## config.mk

```make
export PLATFORM = sky130hd
export DESIGN_NAME = lmsr_cfg
export DESIGN_NICKNAME = d
export VERILOG_FILES = /design/src/rtl/lmsr_pkg.sv /design/src/rtl/lmsr_cfg.sv
export SDC_FILE = /design/constraint.sdc
export NUM_CORES = 1
export LEC_CHECK = 0
export BUFFER_PORTS_ARGS = -buffer_cell sky130_fd_sc_hd__buf_2
export CORE_MARGIN = 2
export CORE_UTILIZATION = 33
export CTS_BUF_LIST = sky130_fd_sc_hd__clkbuf_8
export DETAILED_ROUTE_END_ITERATION = 16
export GPL_ROUTABILITY_DRIVEN = 0
export PLACE_DENSITY = 0.64
export SYNTH_ARGS = -nofsm -noshare
export SYNTH_HDL_FRONTEND = slang
export SYNTH_SLANG_ARGS = --single-unit
```

## constraint.sdc

```tcl
create_clock -name clk -period 1.5 [get_ports clk]
set_clock_uncertainty 0.2 [all_clocks]
set_input_delay 0.075 -clock clk [delete_from_list [all_inputs] [get_ports clk]]
set_output_delay 0.075 -clock clk [all_outputs]
set_load 0.02 [all_outputs]
```

## src/rtl/lmsr_pkg.sv

```systemverilog
// ----------------------------------------------------------------------------
// lmsr_pkg
// Shared types and constants of the LED matrix scan refresh core.
// ----------------------------------------------------------------------------
package lmsr_pkg;

	localparam int ColW    = 7;
	localparam int RowW    = 6;
	localparam int ScanW   = 4;
	localparam int LvlCfgW = 5;
	localparam int LvlW    = 4;
	localparam int RowSelW = 3;
	localparam int PixW    = 12;
	localparam int ColorW  = 16;
	localparam int ColIdxW = 6;
	localparam int CfgIdxW = 2;

	localparam logic [CfgIdxW-1:0] REG_COLUMNS      = 2'd0;
	localparam logic [CfgIdxW-1:0] REG_ROWS         = 2'd1;
	localparam logic [CfgIdxW-1:0] REG_SCAN_ROWS    = 2'd2;
	localparam logic [CfgIdxW-1:0] REG_COLOR_LEVELS = 2'd3;

	localparam logic [ColW-1:0]    RST_COLUMNS      = 7'd64;
	localparam logic [RowW-1:0]    RST_ROWS         = 6'd16;
	localparam logic [ScanW-1:0]   RST_SCAN_ROWS    = 4'd8;
	localparam logic [LvlCfgW-1:0] RST_COLOR_LEVELS = 5'd16;

	localparam logic ACT_WRITE = 1'b0;
	localparam logic ACT_TICK  = 1'b1;

	typedef enum logic [2:0] {
		ST_CLEAR,
		ST_IDLE,
		ST_UP_BASE,
		ST_DN_BASE,
		ST_SCAN,
		ST_DRAIN
	} state_t;

	// effective (clamped) configuration
	typedef struct packed {
		logic [ColW-1:0]    columns;
		logic [RowW-1:0]    rows;
		logic [ScanW-1:0]   scan_rows;
		logic [LvlCfgW-1:0] color_levels;
	} cfg_t;

	// one column read issued by the sequencer
	typedef struct packed {
		logic               valid;
		logic [ColW-1:0]    col;
		logic [LvlW-1:0]    level;
		logic [RowSelW-1:0] row;
	} scan_t;

	function automatic logic [PixW-1:0] pack_pixel(input logic [ColorW-1:0] c);
		return {c[15:12], c[9:6], c[3:0]};
	endfunction

endpackage

```

## src/rtl/lmsr_cfg.sv

```systemverilog
// ----------------------------------------------------------------------------
// lmsr_cfg
// Configuration registers; presents columns and rows clamped to the panel limits.
// ----------------------------------------------------------------------------
module lmsr_cfg import lmsr_pkg::*; #(
	parameter int MAX_COLUMNS = 64,
	parameter int MAX_ROWS    = 32
) (
	input  logic               clk,
	input  logic               arst_n,
	input  logic               cfg_valid,
	output logic               cfg_ready,
	input  logic [CfgIdxW-1:0] cfg_index,
	input  logic [ColW-1:0]    cfg_data,
	output cfg_t               cfg
);

	logic [ColW-1:0]    columns_q;
	logic [RowW-1:0]    rows_q;
	logic [ScanW-1:0]   scan_rows_q;
	logic [LvlCfgW-1:0] color_levels_q;

	assign cfg_ready = 1'b1;

	always_ff @(posedge clk or negedge arst_n) begin
		if (!arst_n) begin
			columns_q      <= RST_COLUMNS;
			rows_q         <= RST_ROWS;
			scan_rows_q    <= RST_SCAN_ROWS;
			color_levels_q <= RST_COLOR_LEVELS;
		end else if (cfg_valid) begin
			unique case (cfg_index)
				REG_COLUMNS:      columns_q      <= cfg_data;
				REG_ROWS:         rows_q         <= cfg_data[RowW-1:0];
				REG_SCAN_ROWS:    scan_rows_q    <= cfg_data[ScanW-1:0];
				REG_COLOR_LEVELS: color_levels_q <= cfg_data[LvlCfgW-1:0];
				default: ;
			endcase
		end
	end

	always_comb begin
		cfg.columns      = (int'(columns_q) > MAX_COLUMNS) ? ColW'(MAX_COLUMNS) : columns_q;
		cfg.rows         = (int'(rows_q) > MAX_ROWS) ? RowW'(MAX_ROWS) : rows_q;
		cfg.scan_rows    = scan_rows_q;
		cfg.color_levels = color_levels_q;
	end

endmodule

```

==> results.cfg <==
[worst_hold_path]
hp-start = cfg_index[0]
min_path_type = in2reg

[detailed_routing]
drt-total-wl_um = 1790
wl_per_cell_um = 13.2
vias = 633
dr.first_iter.drc_count = 5
drt.antenna.violating_nets = 0
drc_errors = 0
via_per_inst = 4.69
first_pass_iters = 2

[finish]
final_cell_mix = buf_2, mux2_2, dfrtp_1
multi_input_area_um2 = 359
areaGrowthSynthToFinish_pct = 33.4
nets = 118
antennaDiodeCount = 0
utilization_pct = 45.8
layout_commonest_cell = buf_2
n_fill_cell = 264
regArea_um2 = 556
drive_gt1_share_pct = 60.6

[clock_network]
post_cts_buffers = 0
worstSkewPairLatency_ns = 0.25
cts_max_level = 1
ctsRootBufferMaster = clkbuf_8
clk_pin_slew_ns = 0.07
cts_tree = built
cts_buffer_depth = 2
cts_buffers = 3
ctsResizeCount = 0
hold_buffers = 8
clock-sinks = 22

[yosys]
seq_area_frac_synth_pct = 59.8
synth_warnings = 0
post_synth.cell_area_avg_um2 = 14.8
syn_area_um2 = 930
netlist_instances = 63
syn-num-nets = 75
ys_types = 10
ys_seq_elements = 22

[sta]
hold_viol_final = 0
final.setup.tns_ns = 0
period_share_pct = 89.4
report.final.setup_viol = 0
grt_setup_unrepaired = false
fmax_mhz = 746
fin_ws_ns = 0.160
whs_ns = 0.0837
slew_violations = 0
fin_crit_ns = 1.34

[die]
std_cell_rows = 19
die-area_um2 = 3260
ios = 35
core-area_um2 = 2710
start_util_pct = 34.3
fp.dieH_um = 57.1
die_x_um = 57.1

[critical_path]
worstPathRequired_ns = 1.22
path_class = reg2out
worst_ep_arrival_time_ns = 1.07
worstSetupStartpoint = columns_q[6]
worstSetupEndpointType = primary output
ff2ff_setup_slack_ns = 0.47
reg2reg_depth = 1
path_max_fanout = 8
r2r_end = rows_q[5]
crit_end = cfg[17]
rr_startpoint = rows_q[5]
start_kind = flip-flop

[global_routing]
grt_usage_pct = 11.8
antenna_found_initial = 0
overflow = 0
grt_pass1_wl_um = 2950
grt_pass1_vias = 650
grt_max_degree = 23

[power_and_ir_drop]
power_density_nw_per_um2 = 1290
cellLeakagePower_nw = 0.579
intPower_mw = 1.12
combPwrFrac_pct = 29.8
p_total_mw = 1.60
switching_share_pct = 30.4
seqPwrFrac_pct = 48.8
pwr-share-clk_pct = 21.4
ir_drop_uv = 807
power.net_switching_mw = 0.488

[status]
status = finished, final reports clean

[placement]
detailed_place_hpwl_um = 1290
post-place-ws_ns = 0.197
port_buffers = 33

[run]
drv_cap = 0
## power by group through the flow
stage | clock, mW | combinational [mW] | sequential, mW
after CTS | 0.353 | 0.485 | 0.786
final | 0.343 | 0.478 | 0.783
after global placement | 0 | 0.460 | 0.794
after detailed placement | 0 | 0.468 | 0.796
after floorplan | 0 | 0.255 | 0.841
after global routing | 0.381 | 0.519 | 0.802
## cell type report
| cell class | count | share of cell area [%] |
|---|---|---|
| sequential | 22 | 44.8 |
| multi-input combinational | 38 | 29.0 |
| timing repair buffer | 41 | 19.8 |
| clock buffer | 3 | 3.33 |
| tap | 31 | 3.13 |
## worst min-delay path by stage
stage / endpoint / cells past startpoint
final: columns_q[0] / 3
after global routing: columns_q[4] / 3
after CTS: columns_q[0] / 3
after detailed placement: scan_rows_q[0] / 1
after global placement: scan_rows_q[2] / 1
after floorplan: color_levels_q[0] / 0
## state kept, by name, summed over array words and instances, names as in the netlist
register and cells:
columns_q 7, rows_q 6, color_levels_q 5, scan_rows_q 4
## kinds of logic (layout without fill, tap and decap cells)
group	Yosys count	after routing	synth area share, %
AND/OR/NAND/NOR	15	15	11.6
buffers and inverters	3	44	1.62
other	1	1	0.403
flip-flops	22	22	59.8
multiplexers	22	22	26.6
## metal layers
layer	vias up	share of wire [%]	track usage (%)
met5	-	0	0
met4	0	0.90	4.98
met3	2	6.7	2.95
met2	25	50	19.9
met1	314	42	14.5
li1	292	-	-
## metrics by stage
stage / area, µm² / cells
6_report: 1240 / 135
5_1_grt: 1240 / 135
4_1_cts: 1240 / 135
3_5_place_dp: 1120 / 124
3_3_place_gp: 1120 / 124
2_1_floorplan: 930 / 63
## critical path: stages (launching register included)
cell,delay (ns)
dfstp_2,0.60
nor2b_1,0.06
buf_2,0.15
## synthesized netlist by cell type (all sizes together)
cell type / instances / area, µm²
nand3b: 2 / 15.0
mux2: 22 / 248
dfrtp: 18 / 450
dfstp: 4 / 105
conb: 1 / 3.75
nand3: 1 / 5.00
buf: 1 / 7.51
clkbuf: 2 / 7.51
nor2b: 11 / 68.8
nor3b: 1 / 18.8
Note: power is estimated with default switching activity, not from simulation.
