### src/rtl/lmsr_pkg.sv
// ----------------------------------------------------------------------------
// lmsr_pkg
// Shared types and constants of the LED matrix scan refresh core.
// ----------------------------------------------------------------------------
package lmsr_pkg;

	localparam int ColW    = 7;
	localparam int RowW    = 6;
	localparam int ScanW   = 4;
	localparam int LvlCfgW = 5;
	localparam int LvlW    = 4;
	localparam int RowSelW = 3;
	localparam int PixW    = 12;
	localparam int ColorW  = 16;
	localparam int ColIdxW = 6;
	localparam int CfgIdxW = 2;

	localparam logic [CfgIdxW-1:0] REG_COLUMNS      = 2'd0;
	localparam logic [CfgIdxW-1:0] REG_ROWS         = 2'd1;
	localparam logic [CfgIdxW-1:0] REG_SCAN_ROWS    = 2'd2;
	localparam logic [CfgIdxW-1:0] REG_COLOR_LEVELS = 2'd3;

	localparam logic [ColW-1:0]    RST_COLUMNS      = 7'd64;
	localparam logic [RowW-1:0]    RST_ROWS         = 6'd16;
	localparam logic [ScanW-1:0]   RST_SCAN_ROWS    = 4'd8;
	localparam logic [LvlCfgW-1:0] RST_COLOR_LEVELS = 5'd16;

	localparam logic ACT_WRITE = 1'b0;
	localparam logic ACT_TICK  = 1'b1;

	typedef enum logic [2:0] {
		ST_CLEAR,
		ST_IDLE,
		ST_UP_BASE,
		ST_DN_BASE,
		ST_SCAN,
		ST_DRAIN
	} state_t;

	// effective (clamped) configuration
	typedef struct packed {
		logic [ColW-1:0]    columns;
		logic [RowW-1:0]    rows;
		logic [ScanW-1:0]   scan_rows;
		logic [LvlCfgW-1:0] color_levels;
	} cfg_t;

	// one column read issued by the sequencer
	typedef struct packed {
		logic               valid;
		logic [ColW-1:0]    col;
		logic [LvlW-1:0]    level;
		logic [RowSelW-1:0] row;
	} scan_t;

	function automatic logic [PixW-1:0] pack_pixel(input logic [ColorW-1:0] c);
		return {c[15:12], c[9:6], c[3:0]};
	endfunction

endpackage

### src/rtl/lmsr_ctrl.sv
// ----------------------------------------------------------------------------
// lmsr_ctrl
// Scan sequencer: store clearing pass, row base computation by repeated
// modular add of the row pitch, and column read issue.
// ----------------------------------------------------------------------------
module lmsr_ctrl import lmsr_pkg::*; #(
	parameter int MAX_COLUMNS = 64,
	parameter int MAX_ROWS    = 32
) (
	input  logic                                     clk,
	input  logic                                     arst_n,
	input  logic                                     tick,
	input  cfg_t                                     cfg,
	output logic                                     busy,
	output logic                                     clr_en,
	output logic [$clog2(MAX_COLUMNS*MAX_ROWS)-1:0]  clr_addr,
	output logic [$clog2(MAX_COLUMNS*MAX_ROWS)-1:0]  up_addr,
	output logic [$clog2(MAX_COLUMNS*MAX_ROWS)-1:0]  dn_addr,
	output scan_t                                    scan
);

	localparam int Depth = MAX_COLUMNS * MAX_ROWS;
	localparam int AddrW = $clog2(Depth);
	localparam logic [AddrW:0]   DepthC = (AddrW+1)'(Depth);
	localparam logic [AddrW-1:0] LastA  = AddrW'(Depth - 1);

	state_t state_q, state_d;

	logic [AddrW-1:0]   acc_q;
	logic [AddrW-1:0]   up_base_q;
	logic [AddrW-1:0]   dn_base_q;
	logic [AddrW-1:0]   clr_q;
	logic [ScanW-1:0]   cnt_q;
	logic [ColW-1:0]    col_q;
	logic [LvlW-1:0]    level_q;
	logic [RowSelW-1:0] row_q;

	logic [AddrW-1:0]   pitch;
	logic [AddrW-1:0]   acc_step;
	logic [LvlCfgW-1:0] lvl_inc;
	logic [ScanW-1:0]   row_inc;
	logic               advance;

	// a + b modulo the store depth, both operands below the depth
	function automatic logic [AddrW-1:0] add_mod(input logic [AddrW-1:0] a,
			input logic [AddrW-1:0] b);
		logic [AddrW:0] s;
		s = {1'b0, a} + {1'b0, b};
		if (s >= DepthC) begin
			s = s - DepthC;
		end
		return s[AddrW-1:0];
	endfunction

	assign pitch    = AddrW'(cfg.columns);
	assign acc_step = add_mod(acc_q, pitch);
	assign up_addr  = add_mod(up_base_q, AddrW'(col_q));
	assign dn_addr  = add_mod(dn_base_q, AddrW'(col_q));
	assign clr_addr = clr_q;
	assign lvl_inc  = {1'b0, level_q} + 1'b1;
	assign row_inc  = {1'b0, row_q} + 1'b1;

	always_ff @(posedge clk or negedge arst_n) begin
		if (!arst_n) begin
			state_q <= ST_CLEAR;
		end else begin
			state_q <= state_d;
		end
	end

	always_comb begin
		state_d    = state_q;
		busy       = 1'b1;
		clr_en     = 1'b0;
		advance    = 1'b0;
		scan.valid = 1'b0;
		scan.col   = col_q;
		scan.level = level_q;
		scan.row   = row_q;
		unique case (state_q)
			ST_CLEAR: begin
				clr_en = 1'b1;
				if (clr_q == LastA) begin
					state_d = ST_IDLE;
				end
			end
			ST_IDLE: begin
				busy = 1'b0;
				if (tick) begin
					state_d = ST_UP_BASE;
				end
			end
			ST_UP_BASE: begin
				if (cnt_q == '0) begin
					state_d = ST_DN_BASE;
				end
			end
			ST_DN_BASE: begin
				if (cnt_q == '0) begin
					if (cfg.columns == '0) begin
						advance = 1'b1;
						state_d = ST_IDLE;
					end else begin
						state_d = ST_SCAN;
					end
				end
			end
			ST_SCAN: begin
				scan.valid = 1'b1;
				if (col_q == '0) begin
					state_d = ST_DRAIN;
				end
			end
			ST_DRAIN: begin
				advance = 1'b1;
				state_d = ST_IDLE;
			end
			default: state_d = ST_IDLE;
		endcase
	end

	always_ff @(posedge clk or negedge arst_n) begin
		if (!arst_n) begin
			clr_q   <= '0;
			level_q <= '0;
			row_q   <= '0;
		end else begin
			if (clr_en) begin
				clr_q <= clr_q + 1'b1;
			end
			if (advance) begin
				if (lvl_inc >= cfg.color_levels || lvl_inc[LvlW]) begin
					level_q <= '0;
					row_q   <= (row_inc >= cfg.scan_rows || row_inc[RowSelW]) ?
						'0 : row_inc[RowSelW-1:0];
				end else begin
					level_q <= lvl_inc[LvlW-1:0];
				end
			end
		end
	end

	// datapath registers, no reset needed
	always_ff @(posedge clk) begin
		unique case (state_q)
			ST_IDLE: begin
				acc_q <= '0;
				cnt_q <= {1'b0, row_q};
			end
			ST_UP_BASE: begin
				if (cnt_q == '0) begin
					up_base_q <= acc_q;
					cnt_q     <= cfg.scan_rows;
				end else begin
					acc_q <= acc_step;
					cnt_q <= cnt_q - 1'b1;
				end
			end
			ST_DN_BASE: begin
				if (cnt_q == '0) begin
					dn_base_q <= acc_q;
					col_q     <= cfg.columns - 1'b1;
				end else begin
					acc_q <= acc_step;
					cnt_q <= cnt_q - 1'b1;
				end
			end
			ST_SCAN: begin
				col_q <= col_q - 1'b1;
			end
			ST_CLEAR, ST_DRAIN: ;
			default: ;
		endcase
	end

endmodule

### config.mk
export PLATFORM = sky130hd
export DESIGN_NAME = lmsr_ctrl
export DESIGN_NICKNAME = d
export VERILOG_FILES = /design/src/rtl/lmsr_pkg.sv /design/src/rtl/lmsr_ctrl.sv
export SDC_FILE = /design/constraint.sdc
export NUM_CORES = 1
export LEC_CHECK = 0
export ABC_CLOCK_PERIOD_IN_PS = 2300
export BUFFER_PORTS_ARGS = -buffer_cell sky130_fd_sc_hd__buf_2
export CORE_UTILIZATION = 51
export CTS_CLUSTER_DIAMETER = 120
export CTS_CLUSTER_SIZE = 30
export DETAILED_ROUTE_END_ITERATION = 7
export PLACE_DENSITY = 0.77
export SLEW_MARGIN = 20
export SYNTH_ARGS = -nofsm -noshare
export SYNTH_HDL_FRONTEND = slang
export SYNTH_SLANG_ARGS = --single-unit
### constraint.sdc
create_clock -name clk -period 2.3 [get_ports clk]
set_input_delay 0.23 -clock clk [delete_from_list [all_inputs] [get_ports clk]]
set_output_delay 0.23 -clock clk [all_outputs]
set_load 0.02 [all_outputs]
==> results of run 1 <==
[report_power, final]
group,internal (W),switching (W)
sequential,0.00124,0.00000282
combinational,0.0000535,0.0000736
clock,0.000484,0.000406
[layer usage]
metal | GRT usage, % | part of all wire (%) | up-vias
met4 | 9.66 | 1.4 | 0
met1 | 28.1 | 43 | 1578
li1 | - | - | 1569
met3 | 4.38 | 5.2 | 13
met2 | 39.5 | 50 | 101
met5 | 0 | 0 | -
[cell families after synthesis]
logic type | share of synthesized area, %
mux | 1.80
simple gates | 13.5
fa+ha+maj | 12.7
xor+xnor | 9.77
flops | 45.8
buf+inv | 2.58
compound gates | 13.9
[how the worst max path moves through the flow]
stage                     slack [ps]           to  cells after the start
after global routing            -360   up_addr[8]                      8
after global placement           -10  dn_addr[10]                      8
after floorplan                  -10  up_addr[10]                      7
final                           -270   up_addr[8]                      8
after CTS                       -330   up_addr[8]                      8
after detailed placement        -130  dn_addr[10]                      8
[Yosys cell counts, types with 3 or more instances]
cell type / count / area (µm²)
o221ai_1: 3 / 26.3
a21o_1: 6 / 45.0
nor2_1: 28 / 105
nand4_1: 5 / 31.3
o31ai_1: 3 / 22.5
a21oi_1: 19 / 95.1
xnor2_1: 26 / 228
a211oi_1: 8 / 60.1
xor2_1: 19 / 166
o21ai_0: 28 / 140
edfxtp_1: 44 / 1320
nand2_1: 23 / 86.3
fa_1: 3 / 60.1
nand3_1: 8 / 40.0
dfrtp_1: 21 / 526
nand2b_1: 4 / 25.0
and3_1: 9 / 56.3
mux2i_1: 5 / 50.1
nor3_1: 12 / 60.1
ha_1: 36 / 450
and2_1: 3 / 18.8
inv_1: 15 / 56.3
or2_2: 3 / 18.8
or3_1: 3 / 18.8
[metrics by stage]
stage	area, µm²	hold WS, ps
after global placement	4630	205
after CTS	4930	218
after detailed placement	4630	210
final	4980	232
after global routing	4980	248
after floorplan	4060	-65.6
[worst max-delay path, stage by stage, from the launching register on]
cell	delay, ps
edfxtp_1	440
ha_2	210
fa_2	340
a21o_1	180
a21oi_2	160
o21ai_2	100
o311ai_2	260
xnor2_1	150
buf_4	160
[repair_timing]
| item | in CTS | in global routing |
|---|---|---|
| endpoints found under the setup margin | 14 | 21 |
| hold buffers | 1 | 0 |
| gates resized for setup | 21 | 16 |
| pin swaps | 17 | 7 |
| buffers inserted | 5 | 2 |
| endpoints found under the hold margin | 21 | 0 |
[registers in the layout, indices dropped and copies added, names as in the netlist]
register and count:
row_q 3, dn_base_q 11, state_q 3, clr_addr 11
up_base_q 11, acc_q 11, cnt_q 4, level_q 4
col_q 7
[layout make-up]
type,count,area [µm²]
clock buffer,10,128
clock inverter,5,47.5
fill,611,2710
inverter,16,60.1
multi-input combinational,286,2200
sequential,65,1850
tap,102,128
timing repair buffer,94,568
==> impl_results.md, run 1 <==
- Status: complete, but fails checks
- Failing checks: setup timing
- Syn_area_per_cell: 10.8 µm²
- Final setup margin: -272 ps
- CP required: 2070 ps
- Nets: 536
- CP Launch Point: col_q[0]
- Routed vias: 3261
- Final hold violations: 0
- Initial Utilization: 52.5%
- Diodes inserted: 0
- Clock Sinks: 65
- CTS max path bufs: 2
- Leading cell types in the layout, fill and taps excluded: buf_2 (56), edfxtp_1 (44), buf_4 (37), ha_1 (34), nor2_1 (26)
- Hold wc startpoint: tick
- Root Buffer: clkbuf_8
- Post-synth EDFFs: 44
- Fin crit share: 112%
- Cell Count, Final, Fillers Out: 578
- Cells after DPL: 557
- Hold path cells: 3
- Syn Nets: 436
- Antenna viol nets, final: 0
- Routed wire length per instance: 15.8 µm
- WL final: 9110 µm
- RSZ-0062 raised after global routing: true
- GR Util All Layers: 22.9%
- Die area: 0.00827 mm²
- Dpl hpwl: 6620 µm
- Area grow syn2layout: 23.5%
- R2R depth: 7
- Final setup viols: 12
- CTS Buf Count: 9
- Most common cell after layout, fill and taps aside: buf_2
- Worst-Margin Slew: 468 ps
- Share of layout cells above drive strength 1: 30.0%
- Width of the die: 90.9 µm
- Worst EP arrival: 2340 ps
- Hold Path Sink: state_q[1]
- #FFs+latches synth: 65
- Total power: 0.00226 W
- Drt initial violations: 203
- Die Y: 90.9 µm
- # rows: 32
- Largest net degree at the start of global routing: 22
- GP Congestion: 0.802
- FFs w/ async S/R, synth: 32.3%
- Drt first pass iters: 4
- Slack of the worst reg-to-reg path: 150 ps
- Reg2reg end: row_q[0]
- RR Startpoint: level_q[1]
- Post-layout minimum cycle time: 2570 ps
- Global route total overflow: 0
- Worst Hold Class: in -> reg
- Synth warn: 0
- Crit path kind: reg -> out
- Max FO, Critical Path: 4
- Antenna violations before repair: 0
- Final Core Density: 64.8%
- Synthesized instance count: 372
- Core Area: 0.00769 mm²
- First-pass GRT wire length: 15000 µm
- CP endpoint kind: primary output
- Vias in the first global route: 3323
- Worst slack at placement: -132 ps
- Max_slew headroom: 68.8%
- Cell Area, Synth: 0.00403 mm²
- TritonCTS clock tree: built
- Pwr/cell area: 454 mW/mm²
- Max-slew violation count: 0
- Max Clk Rate: 0.389 GHz
- Leakage: 2.17 nW
- Via density: 5.64
- IO Port Bufs: 68
- Clock Latency Late Sink: 330 ps
- Total of max-cap violations: 0
- Max rail drop VDD: 0.248 mV
- Clock-pin slew on the worst setup and hold paths: 70 ps
- Prevailing post-synth register cell: edfxtp_1
- Startpoint types: register
- Distinct cells, synth: 51
- DRC viols: 0
- Clock skew: 5.74 ps
- TNS Setup: -1740 ps
- Sequential share of the synthesized area: 45.8%
- # IOs: 75
- H-tree depth: 3
No activity file was read; power rests on OpenSTA's default activity.
==> run 2: changes to the inputs <==
- RECOVER_POWER: default -> 100
==> impl_results.md, run 2 (same netlist as run 1, synthesis figures left out) <==
- Status: complete, but fails checks
- Failing checks: setup timing
- Leading cell types in the layout, fill and taps excluded: edfxtp_1 (44), clkbuf_1 (36), ha_1 (34), buf_2 (29), nor2_1 (26)
- Worst EP arrival: 2340 ps
- RSZ-0062 raised after global routing: true
- CP endpoint kind: primary output
- Dpl cell area: 0.00463 mm²
- Vias in the first global route: 3323
- Crit path kind: reg -> out
- Final hold violations: 0
- Clock Sinks: 65
- Clock skew: 6.32 ps
- Max rail drop VDD: 0.246 mV
- Antenna violations before repair: 0
- Hold wc startpoint: tick
- Fin crit share: 112%
- Routed wire length per instance: 15.7 µm
- RR Startpoint: level_q[1]
- R2R depth: 7
- Die area: 0.00827 mm²
- # rows: 32
- IO Port Bufs: 68
- Routed vias: 3258
- CTS max path bufs: 2
- Die Y: 90.9 µm
- Global route total overflow: 0
- Worst-Margin Slew: 1130 ps
- Max Clk Rate: 0.389 GHz
- H-tree depth: 3
- Max FO, Critical Path: 4
- CTS Buf Count: 9
- Antenna viol nets, final: 0
- Clock-pin slew on the worst setup and hold paths: 70 ps
- Post-layout minimum cycle time: 2570 ps
- Most common cell after layout, fill and taps aside: edfxtp_1
- Largest net degree at the start of global routing: 22
- Startpoint types: register
- Worst path slowest cell: edfxtp_1
- Total of max-cap violations: 0
- Via density: 5.64
- GP Congestion: 0.802
- Pwr/cell area: 462 mW/mm²
- Hold Path Sink: state_q[1]
- Initial Utilization: 52.5%
- Core Area: 0.00769 mm²
- GR Util All Layers: 22.9%
- Slack of the worst reg-to-reg path: 150 ps
- Max-slew violation count: 0
- WHS: 232 ps
- Worst Hold Class: in -> reg
- DRC viols: 0
- Crit-path max cell delay: 440 ps
- Width of the die: 90.9 µm
- Layout Cell Area excl Fill: 0.00489 mm²
- Root Buffer: clkbuf_8
- Area grow syn2layout: 21.3%
- Crit path cell chain: ha_2 -> fa_2 -> a21o_1 -> a21oi_2 -> o21ai_2 -> o311ai_2 -> xnor2_1 -> buf_4
- First-pass GRT wire length: 15000 µm
- Hold path cells: 3
- Final setup margin: -268 ps
- Diodes inserted: 0
- Nets: 536
- Dpl hpwl: 6620 µm
- WL final: 9090 µm
- # IOs: 75
- TritonCTS clock tree: built
- Clock Latency Late Sink: 330 ps
- Leakage: 2.05 nW
- Final setup viols: 12
- Drt first pass iters: 4
- Share of layout cells above drive strength 1: 21.8%
- Max_slew headroom: 24.7%
- Reg2reg end: row_q[0]
- Drt initial violations: 203
- CP required: 2070 ps
run 2: stage by stage:
step                      instances  worst slack (ps)  util [%]  setup TNS, ps  power [W]
after floorplan                 372             -11.8         -          -11.8    0.00134
after global placement          557             -11.8      60.3          -11.8    0.00139
after detailed placement        557              -132      60.3           -240    0.00139
after CTS                       577              -331      64.1          -1960    0.00227
after global routing            578              -355      63.7          -3010    0.00233
final                           578              -268      63.7          -1740    0.00226
run 2: layer usage:
layer	track usage (%)	vias up	routed length [µm]
met3	4.38	10	470
met2	39.5	102	4590
met1	28.1	1577	3920
li1	-	1569	-
met4	9.66	0	115
met5	0	-	0
run 2: worst max-delay path: cells and delay by family, from the launching register on:
family / cells / cell delay (ps)
compound gates: 4 / 690
fa+ha+maj: 2 / 550
flops: 1 / 440
buf+inv: 1 / 160
xor+xnor: 1 / 150
run 2: what timing repair did:
action / CTS / global route
buffers inserted: 5 / 2
endpoints found under the hold margin: 21 / 0
resized for setup: 21 / 16
pin swaps: 17 / 7
hold buffers: 1 / 0
endpoints found under the setup margin: 14 / 21
run 2: area by class of cell:
| class | count | area (µm²) |
|---|---|---|
| flip-flops and latches | 65 | 1850 |
| multi-input cells | 286 | 2190 |
| well taps | 102 | 128 |
| clock buffers | 10 | 128 |
| clock inverters | 5 | 47.5 |
| repair buffers | 94 | 494 |
| fillers | 643 | 2790 |
| inverters | 16 | 60.1 |
run 2: how the worst max path moves through the flow:
stage,from,endpoint,slack [ps],cells after the start
6_report,col_q[0],up_addr[8],-270,8
5_1_grt,col_q[0],up_addr[8],-360,8
4_1_cts,col_q[0],up_addr[8],-330,8
3_5_place_dp,col_q[0],dn_addr[10],-130,8
3_3_place_gp,col_q[0],dn_addr[10],-10,8
2_1_floorplan,col_q[0],up_addr[10],-10,7
run 2: power breakdown:
group	switching (W)	total [W]	internal, W	leakage (nW)
Sequential	0.00000286	0.00125	0.00124	0.640
Combinational	0.0000732	0.000126	0.0000525	1.32
Clock	0.000406	0.000889	0.000484	0.0910
Total	0.000482	0.00226	0.00178	2.05
==> run 3: changes to the inputs <==
- CORE_ASPECT_RATIO: default -> 0.9
- REMOVE_ABC_BUFFERS: default -> 1
==> impl_results.md, run 3 (same netlist as run 1, synthesis figures left out) <==
- Status: complete, but fails checks
- Failing checks: setup timing
- Share of layout cells above drive strength 1: 22.2%
- Hold wc startpoint: tick
- Reg2reg end: row_q[0]
- Largest net degree at the start of global routing: 22
- Leakage: 2.06 nW
- Startpoint types: register
- Worst EP arrival: 2410 ps
- Worst path slowest cell: edfxtp_1
- CP Launch Point: col_q[0]
- Diodes inserted: 0
- Max rail drop VDD: 0.382 mV
- Die area: 0.00827 mm²
- Die Y: 86.4 µm
- Area grow syn2layout: 22.9%
- Nets: 540
- TritonCTS clock tree: built
- Critical path depth: 8
- GP Congestion: 0.813
- Worst-Margin Slew: 1110 ps
- Post-layout minimum cycle time: 2640 ps
- CTS Buf Count: 9
- Final setup margin: -344 ps
- Crit path max-delay family: compound AO/OA/AOI/OAI gates
- Termination of the worst setup path: up_addr[8]
- Cells after DPL: 553
- Dpl hpwl: 6740 µm
- Final setup viols: 15
- First-pass GRT wire length: 14700 µm
- Routed vias: 3261
- Max_slew headroom: 25.9%
- R2R depth: 7
- H-tree depth: 3
- Clock Sinks: 65
- Crit path cell chain: ha_2 -> fa_2 -> a21o_1 -> a21oi_2 -> o21ai_2 -> o311ai_2 -> xnor2_1 -> buf_4
- IO Port Bufs: 68
- Most common cell after layout, fill and taps aside: edfxtp_1
- WL final: 9090 µm
- Max-slew violation count: 0
- Crit-path max cell delay: 420 ps
- Clock Latency Late Sink: 340 ps
- Drt initial violations: 173
- CP required: 2070 ps
- Worst Path Buf+Inv: 1
- Width of the die: 95.7 µm
- Vias in the first global route: 3105
- Max FO, Critical Path: 3
- Antenna viol nets, final: 0
- Crit path kind: reg -> out
- WHS: 235 ps
- Final hold violations: 0
- DRC viols: 0
- CTS max path bufs: 2
- Clock-pin slew on the worst setup and hold paths: 80 ps
- Leading cell types in the layout, fill and taps excluded: edfxtp_1 (44), clkbuf_1 (39), ha_1 (32), buf_4 (30), nor2_1 (25)
- Max Clk Rate: 0.378 GHz
- Clock skew: 10.5 ps
- Via density: 5.65
- Fin crit share: 115%
- Initial Utilization: 53.2%
- Core Area: 0.00758 mm²
- Global route total overflow: 0
- # IOs: 75
- Antenna violations before repair: 0
- Pwr/cell area: 446 mW/mm²
- # rows: 30
- Slack of the worst reg-to-reg path: 20 ps
- RSZ-0062 raised after global routing: true
- RR Startpoint: level_q[1]
- CP endpoint kind: primary output
- TNS Setup: -3370 ps
- Cell Count, Final, Fillers Out: 577
- Worst Hold Class: in -> reg
- Total of max-cap violations: 0
- GR Util All Layers: 23.5%
- Drt first pass iters: 4
- Routed wire length per instance: 15.8 µm
- Root Buffer: clkbuf_8
-- run 3: metal layers --
metal | track usage [%] | vias to the layer above | routed length (µm)
met2 | 39.5 | 92 | 4440
met3 | 3.60 | 7 | 343
met4 | 7.46 | 0 | 90
met5 | 0 | - | 0
li1 | - | 1584 | -
met1 | 31.1 | 1578 | 4220
-- run 3: stage by stage --
stage | cell area (µm²) | util (%) | setup slack (ps) | power, W
finish | 4960 | 65.4 | -344 | 0.00221
global route | 4960 | 65.4 | -462 | 0.00229
CTS | 4980 | 65.7 | -308 | 0.00222
detailed placement | 4610 | 60.9 | -225 | 0.00139
global placement | 4610 | 60.9 | -149 | 0.00138
floorplan | 3990 | - | -231 | 0.00134
-- run 3: how the worst min path moves through the flow --
| stage | cells past startpoint | slack [ps] | endpoint |
|---|---|---|---|
| final | 3 | 240 | state_q[1] |
| after global routing | 3 | 260 | state_q[1] |
| after CTS | 3 | 220 | state_q[1] |
| after detailed placement | 1 | 210 | clr_addr[7] |
| after global placement | 1 | 210 | clr_addr[9] |
| after floorplan | 0 | -70 | clr_addr[0] |
-- run 3: what timing repair did --
action,CTS,global route
hold buffers,1,0
endpoints found under the hold margin,21,0
pin swaps,30,19
endpoints found under the setup margin,14,21
setup buffers,5,3
resized for setup,39,18
-- run 3: worst reg2reg max path, delay by kind of cell (launching register included) --
family                   cells  cell delay, ps
AO/OA/AOI/OAI                2             620
adder cells (fa/ha/maj)      2             550
AND/OR/NAND/NOR              2             300
multiplexers                 1             280
flip-flops                   1             420
-- run 3: power breakdown --
part | total (W) | switching, W | internal (W)
logic | 0.000122 | 0.0000714 | 0.0000507
registers | 0.00125 | 0.00000295 | 0.00124
clock network | 0.000841 | 0.000454 | 0.000388
total | 0.00221 | 0.000528 | 0.00168
-- run 3: final cells by class --
cell class	count	area, µm²
multi-input combinational	286	2220
tap	96	120
clock inverter	7	47.5
inverter	16	60.1
fill	627	2630
timing repair buffer	98	541
sequential	65	1850
clock buffer	9	124
